$ cat src/rtl/cbse_pkg.sv
package cbse_pkg;

   localparam int COORD_BITS        = 24;
   localparam int INDEX_BITS        = 7;
   localparam int POS_BITS          = 17;
   localparam int SEG_COUNT_BITS    = 6;
   localparam int ROW_BITS          = 6;
   localparam int CBSE_MAX_SEGMENTS = 32;
   localparam int NUM_STAGES        = 6;

   // Weights are Q0.24 and reach 1.0, hence one bit above the fraction.
   localparam int ROUND_SHIFT  = 24;
   localparam int WEIGHT_BITS  = ROUND_SHIFT + 1;
   localparam int SQ_BITS      = 2 * POS_BITS - 1;
   localparam int CUBE_BITS    = 3 * POS_BITS - 2;
   localparam int TRI_BITS     = CUBE_BITS + 2;
   localparam int PROD_BITS    = WEIGHT_BITS + COORD_BITS - 1;
   localparam int ACC_BITS     = PROD_BITS + 2;
   localparam int RND_BITS     = ACC_BITS - ROUND_SHIFT;

   localparam logic [POS_BITS-1:0] ONE_Q16 = POS_BITS'(65536);

   localparam logic signed [COORD_BITS-1:0] COORD_MAX = {1'b0, {(COORD_BITS - 1){1'b1}}};
   localparam logic signed [COORD_BITS-1:0] COORD_MIN = {1'b1, {(COORD_BITS - 1){1'b0}}};

   typedef enum logic {
      CMD_WRITE = 1'b0,
      CMD_EVAL  = 1'b1
   } cmd_type;

   // Point p lives in bank p mod 3, row p div 3.
   typedef enum logic [1:0] {
      BANK_0 = 2'd0,
      BANK_1 = 2'd1,
      BANK_2 = 2'd2
   } bank_type;

   typedef struct packed {
      logic [COORD_BITS-1:0] x;
      logic [COORD_BITS-1:0] y;
      logic [COORD_BITS-1:0] z;
   } point_type;

   typedef point_type [3:0] point_set_type;
   typedef logic [3:0][WEIGHT_BITS-1:0] weight_set_type;
   typedef logic [3:0][COORD_BITS-1:0] coord_set_type;

   typedef struct packed {
      logic                wr_en;
      bank_type            wr_bank;
      logic [ROW_BITS-1:0] row;
      logic [ROW_BITS-1:0] row_next;
   } locate_type;

   typedef struct packed {
      logic [NUM_STAGES:1] load;
      logic [NUM_STAGES:1] valid;
   } pipe_ctl_type;

endpackage

$ cat src/rtl/cbse_locate.sv
module cbse_locate import cbse_pkg::*; #(
   parameter int MAX_SEGMENTS = CBSE_MAX_SEGMENTS
) (
   input  logic                         clock,
   input  pipe_ctl_type                 pipe,
   input  logic [SEG_COUNT_BITS-1:0]    seg_count,
   input  logic                         cmd,
   input  logic [INDEX_BITS-1:0]        point_index,
   input  logic signed [COORD_BITS-1:0] coord_x,
   input  logic signed [COORD_BITS-1:0] coord_y,
   input  logic signed [COORD_BITS-1:0] coord_z,
   input  logic [POS_BITS-1:0]          curve_position,
   output locate_type                   s1_ctl,
   output point_type                    s1_pt,
   output logic [POS_BITS-1:0]          s1_frac,
   output logic [POS_BITS-1:0]          s1_rest
);

   localparam int STORE_DEPTH = 3 * MAX_SEGMENTS;
   // Division of a 7-bit slot number by three: multiply by 43, drop 7 bits.
   localparam int DIV3_MUL    = 43;
   localparam int DIV3_SHIFT  = 7;
   localparam int SLOT_BITS   = INDEX_BITS + DIV3_SHIFT - 1;

   logic [ROW_BITS-1:0]       segs;
   logic [POS_BITS-1:0]       pos;
   logic [ROW_BITS+15:0]      scaled;
   logic [ROW_BITS-1:0]       seg_raw;
   logic [ROW_BITS-1:0]       seg;
   logic [POS_BITS-1:0]       frac;
   logic [SLOT_BITS-1:0]      slot_prod;
   logic [ROW_BITS-1:0]       slot_row;
   logic [INDEX_BITS-1:0]     slot_rem;
   logic                      slot_ok;

   locate_type                ctl_ff, ctl_in;
   point_type                 pt_ff;
   logic [POS_BITS-1:0]       frac_ff, rest_ff;

   always_comb begin
      if (seg_count == '0) begin
         segs = ROW_BITS'(1);
      end else if (int'(seg_count) > MAX_SEGMENTS) begin
         segs = ROW_BITS'(MAX_SEGMENTS);
      end else begin
         segs = ROW_BITS'(seg_count);
      end

      pos     = (curve_position > ONE_Q16) ? ONE_Q16 : curve_position;
      scaled  = (ROW_BITS + 16)'(segs * pos);
      seg_raw = scaled[16 +: ROW_BITS];

      // Position one lands past the end: take the last segment at its far end.
      if (seg_raw >= segs) begin
         seg  = segs - ROW_BITS'(1);
         frac = ONE_Q16;
      end else begin
         seg  = seg_raw;
         frac = {1'b0, scaled[15:0]};
      end

      slot_prod = SLOT_BITS'(point_index) * SLOT_BITS'(DIV3_MUL);
      slot_row  = slot_prod[DIV3_SHIFT +: ROW_BITS];
      slot_rem  = point_index - INDEX_BITS'(3 * slot_row);
      slot_ok   = int'(point_index) < STORE_DEPTH;

      if (cmd == CMD_EVAL) begin
         ctl_in.wr_en    = 1'b0;
         ctl_in.wr_bank  = BANK_0;
         ctl_in.row      = seg;
         ctl_in.row_next = (seg == segs - ROW_BITS'(1)) ? '0 : seg + ROW_BITS'(1);
      end else begin
         // A dropped write keeps its rows inside the banks.
         ctl_in.wr_en    = slot_ok;
         ctl_in.wr_bank  = bank_type'(slot_rem[1:0]);
         ctl_in.row      = slot_ok ? slot_row : '0;
         ctl_in.row_next = slot_ok ? slot_row : '0;
      end
   end

   always_ff @(posedge clock) begin
      if (pipe.load[1]) begin
         ctl_ff  <= ctl_in;
         pt_ff   <= '{x: coord_x, y: coord_y, z: coord_z};
         frac_ff <= frac;
         rest_ff <= ONE_Q16 - frac;
      end
   end

   assign s1_ctl  = ctl_ff;
   assign s1_pt   = pt_ff;
   assign s1_frac = frac_ff;
   assign s1_rest = rest_ff;

endmodule

$ cat config.mk
export PLATFORM = sky130hd
export DESIGN_NAME = cbse_locate
export DESIGN_NICKNAME = d
export VERILOG_FILES = /design/src/rtl/cbse_pkg.sv /design/src/rtl/cbse_locate.sv
export SDC_FILE = /design/constraint.sdc
export NUM_CORES = 1
export LEC_CHECK = 0
export BUFFER_PORTS_ARGS = -buffer_cell sky130_fd_sc_hd__buf_2
export CAP_MARGIN = 20
export CORE_MARGIN = 5
export CORE_UTILIZATION = 50
export CTS_CLUSTER_DIAMETER = 60
export DETAILED_ROUTE_END_ITERATION = 10
export HOLD_SLACK_MARGIN = 0.08
export PLACE_DENSITY_LB_ADDON = 0.25
export SLEW_MARGIN = 20
export SYNTH_ARGS = -nofsm -noshare
export SYNTH_HDL_FRONTEND = slang
export SYNTH_SLANG_ARGS = --single-unit
$ cat constraint.sdc
create_clock -name clock -period 9.8 [get_ports clock]
set_clock_uncertainty 0.2 [all_clocks]
set_input_delay 1.96 -clock clock [delete_from_list [all_inputs] [get_ports clock]]
set_output_delay 1.96 -clock clock [all_outputs]
set_load 0.01 [all_outputs]
## Yosys cells after proc, flatten, opt, wreduce, memory -nomap -nowiden

Cells that the tools add are included.

- Bits in registers: 121
- Bits of input ports: 116
- Output and inout port bits: 121
- Logic and storage cells: 30

- Add/sub/neg operators: 4
- Multipliers: 3
- $lt $le $gt $ge: 4
- Equal/unequal tests: 1
- Multiplexer cells: 8
- Reduce and logical (&&, ||, !) cells: 1

Operators by type and width:

| operator | count |
|---|---|
| 2-to-1 mux 17 bit | 2 |
| 2-to-1 mux 6 bit | 5 |
| multiplier 6 x 17 -> 22 bit | 1 |
| greater-than comparator 17 bit (second input constant) | 1 |
| subtractor 17 bit (first input constant) | 1 |
| multiplier 7 x 6 -> 13 bit (second input constant) | 1 |
| 2-to-1 mux 12 bit | 1 |
| less-than comparator 7 bit (second input constant) | 1 |
| adder 6 x 1 -> 6 bit (second input constant) | 1 |
| equality test 6 bit | 1 |
| greater-or-equal comparator 6 bit | 1 |
| greater-than comparator 6 bit (second input constant) | 1 |
| logical NOT 6 bit | 1 |
| multiplier 2 x 6 -> 2 bit (first input constant) | 1 |
| subtractor 6 x 1 -> 6 bit (second input constant) | 1 |
| subtractor 2 bit | 1 |

## Depth between registers and ports, before layout

- Depth in word-level cells: 9
- Mapped depth: 31
- Depth with buffers taken out: 29

## Least setup slack after synthesis

Ideal clock, no wire load.

- Kind: input to register
- Start: in curve_position[3]
- End: reg ctl_ff, in the netlist s1_ctl[4] (data pin)
- Library setup time: 0.169 ns
- Arrival time: 8.411 ns
- Required time: 9.431 ns
- Setup slack: 1.020 ns
- Cell stages on the path: 27
- Path buffers: 2
- Cells stage by stage: nor4_1 > a41oi_1 > nor2_1 > clkbuf_1 > and2_1 > fa_1 > fa_1 > inv_1 > fa_1 > inv_1 > ha_1 > o21ai_0 > a22oi_1 > nand4_1 > and3b_1 > or2_2 > ha_1 > nand2b_1 > a2111o_1 > a221oi_4 > inv_2 > buf_6 > o31ai_4 > ha_1 > inv_1 > o31a_1 > o31ai_1

RTL lines:

| element | RTL line | text |
|---|---|---|
| start: declaration | cbse_locate.sv:12 | `input logic [POS_BITS-1:0] curve_position,` |
| end signal: assignment | cbse_locate.sv:83 | `ctl_ff <= ctl_in;` |
| end: declaration | cbse_locate.sv:36 | `locate_type ctl_ff, ctl_in;` |

## Worst setup path after layout

- Start: in curve_position[0]
- End: reg rest_ff[16] (netlist: s1_rest[16]) (data pin)

- Longest elaborated chain between the ends: 6

RTL lines:

| element | RTL line | text |
|---|---|---|
| greater-than comparator 17 bit | cbse_locate.sv:49 | `pos = (curve_position > ONE_Q16) ? ONE_Q16 : curve_position;` |
| 2-to-1 mux 17 bit (*) | cbse_locate.sv:49 |  |
| multiplier 6 x 17 -> 22 bit (*) | cbse_locate.sv:50 | `scaled = (ROW_BITS + 16)'(segs * pos);` |
| greater-or-equal comparator 6 bit | cbse_locate.sv:54 | `if (seg_raw >= segs) begin` |
| 2-to-1 mux 17 bit (*) | cbse_locate.sv:54 |  |
| subtractor 17 bit (*) | cbse_locate.sv:86 | `rest_ff <= ONE_Q16 - frac;` |
| end signal: assignment | cbse_locate.sv:86 |  |
| end: declaration | cbse_locate.sv:38 | `logic [POS_BITS-1:0] frac_ff, rest_ff;` |

Mark *: on every way between the ends. The rest lies on a longest branch, timed or not.
A chain may end at the register's enable or synchronous reset.

==> impl_results.md <==
* Status: complete, no violations
* Drt first pass iters at 4
* CP arrival at just over 9 ns
* Vias in the first global route at about 6300
* Initial antenna violation count at 3
* Drt first-iter violations at 266
* Post-route worst setup slack at 0.677 ns
* Avg WL per Cell at between 15 and 20 um
* Htree depth at 4
* Starting Density at about 50%
* Mapped Area at around 0.0088 sq mm
* Synth top area cells: edfxtp_1 41%, fa_1 15%, ha_1 9.9%
* Least-Margin Pin Slew at 0.834 ns
* # resized after CTS at 0
* Synthesized instance count at 783
* Total Wirelength at ~22000 um
* Std cell rows at 48
* Sequential area share after synthesis at about two fifths
* Antenna viol nets, final at 0
* #FFs+latches synth at 120
* Pwr Density at approximately 170 mW/mm^2
* Final GP Congestion at 0.844
* Max_cap viols at 0
* Worst hold path class: in -> reg
* Maximum net fanout on the critical path at 16
* Layout net count at 1282
* CP required at 9.75 ns
* Setup TNS at 0 ns
* Crit Path Category: in -> reg
* Largest net degree at the start of global routing at 67
* Worst slack, placed at between 0.2 and 0.25 ns
* Final Setup Violations at 0
* Routed vias at between 6000 and 7000
* Number of synthesized flops with an enable pin at 120
* Die Ht at between 100 and 150 um
* Pwr Total at about 1.9 mW
* Area growth from synthesis to layout at 23.5%
* Critical Path End Type: flop
* Reg clk slew, reported paths at approximately 0.060 ns
* Core ar. at around 0.017 sq mm
* Worst IR drop on VDD at 0.151 mV
* Gr usage total at a little over a fifth
* Postcts setup bufs at 0
* Share of layout cells above drive strength 1 at 27.2%
* Vias/cell at around 5
* RSZ-0062 raised after global routing: false
* Ports at between 200 and 250
* Dominant synthesized flop cell: edfxtp_1
* Clock Path Buffers at 2
* Final Hold Fails at 0
* Final HPWL DP at between 15000 and 20000 um
* Leading area contributor after synthesis: edfxtp_1
* FFs w/ async S/R, synth at 0%
* CTS tree: done
* Clock sinks at between 100 and 150
* DRC viols at 0
* Top cell type's share of synthesized area at 41.1%
* Period utilization at between 90% and 100%
* Post-cts hold buffer count at 0
* P_leak at roughly 5 nW
* CP Launch Type: input pin
* Port bufs at 225
* Placed cell area at roughly 0.010 sq mm
* TritonCTS Buffers at 17
* Library cells used by synthesis at 66
* Clk root buf: clkbuf_16
* Max Slew Vio Count at 0
* Synth cell count leaders: 121 x inv_1, 120 x edfxtp_1, 82 x and2_1
* Antenna Cells at 0
* Total gr overflow at 0
* Fmax at 110 MHz
* Syn_area_per_cell at 11.2 sq um
* Fin area at 0.0108 sq mm
* Die X at 142 um
* First-pass GRT wire length at about 34000 um
* Rel. slew slack at between 40% and 50%
* Top-count cell post-synth: inv_1
* Syn_nets at between 1000 and 1500
* Yosys warns at 0
* Die area at 0.0203 sq mm
* Min Tclk post-route at about 9.1 ns
==> critical path, stage by stage <==
cell and delay, ns:
buf_2 0.15, nor4_1 0.45, a41oi_1 0.37, nor2_1 0.18, buf_4 0.22, and2_1 0.17, fa_1 0.46, fa_1 0.54
inv_1 0.05, fa_1 0.52, inv_1 0.04, ha_1 0.35, a21oi_1 0.28, o21ai_0 0.19, a21oi_1 0.18, a21boi_0 0.18
or2_2 0.35, ha_1 0.28, nand2b_1 0.14, a2111o_1 0.45, a221oi_4 0.26, buf_4 0.23, nand3_1 0.12, ha_1 0.27
o21ai_0 0.31, inv_1 0.12, nand3_1 0.15, o41ai_1 0.07
==> worst paths after layout <==
path                         startpoint          end  slack [ns]  cells after the start
worst max-delay path  curve_position[0]  s1_rest[16]        0.68                     28
worst min-delay path        coord_y[23]    s1_pt[47]        1.53                      1
==> registers in the layout, indices dropped and copies added, names as in the netlist <==
name / flops
s1_pt: 72
s1_ctl: 15
s1_frac: 17
s1_rest: 16
==> final cells by class <==
type,count,area (sq um)
fill,1418,6410
multi-input combinational,527,4630
sequential,120,3600
timing repair buffer,242,1260
inverter,123,462
clock buffer,19,433
tap,225,282
clock inverter,13,155
==> where the power goes <==
group,internal (mW),switching [mW]
registers,0.662,0.0170
logic,0.246,0.353
clock network,0.397,0.214
total,1.31,0.584
==> per-stage QoR <==
stage	instances	utilization, %	hold WS, ns
after global routing	1269	62.8	1.51
after global placement	1237	59.4	1.94
final	1269	62.8	1.53
after CTS	1269	62.8	1.51
after detailed placement	1237	59.4	1.94
after floorplan	783	-	1.86
==> cells in the final DEF, fill, tap and decap left out, types with 3 or more instances in the layout <==
cell	n
a211o_1	3
a211oi_1	6
a21o_1	6
a21oi_1	23
and2_1	82
and3_1	4
buf_2	224
buf_4	18
bufinv_16	3
clkbuf_16	17
clkinv_2	4
clkinv_4	3
edfxtp_1	120
fa_1	66
ha_1	69
inv_1	121
nand2_1	61
nand2b_1	5
nand3_1	12
nand4_1	6
nor2_1	43
nor3_1	9
nor3b_1	3
nor4_1	9
o21a_1	6
o21ai_0	19
o21bai_1	3
o31ai_1	5
or3_1	4
xnor2_1	26
xor2_1	12
==> per-layer routing <==
metal / global-route usage (%) / share of wire (%) / wire [um]
met5: 0 / 0.17 / 37
met3: 4.54 / 7.0 / 1530
met4: 5.65 / 1.3 / 289
met2: 37.7 / 51 / 11000
met1: 26.8 / 41 / 8900
==> cells by family after synthesis <==
| logic type | after synthesis | share of synthesized area [%] |
|---|---|---|
| compound gates | 102 | 8.75 |
| xor+xnor | 40 | 4.31 |
| fa+ha+maj | 135 | 24.9 |
| buf+inv | 136 | 6.00 |
| flops | 120 | 41.1 |
| mux | 1 | 0.114 |
| simple gates | 249 | 14.8 |
Note: power is estimated with default switching activity, not from simulation.
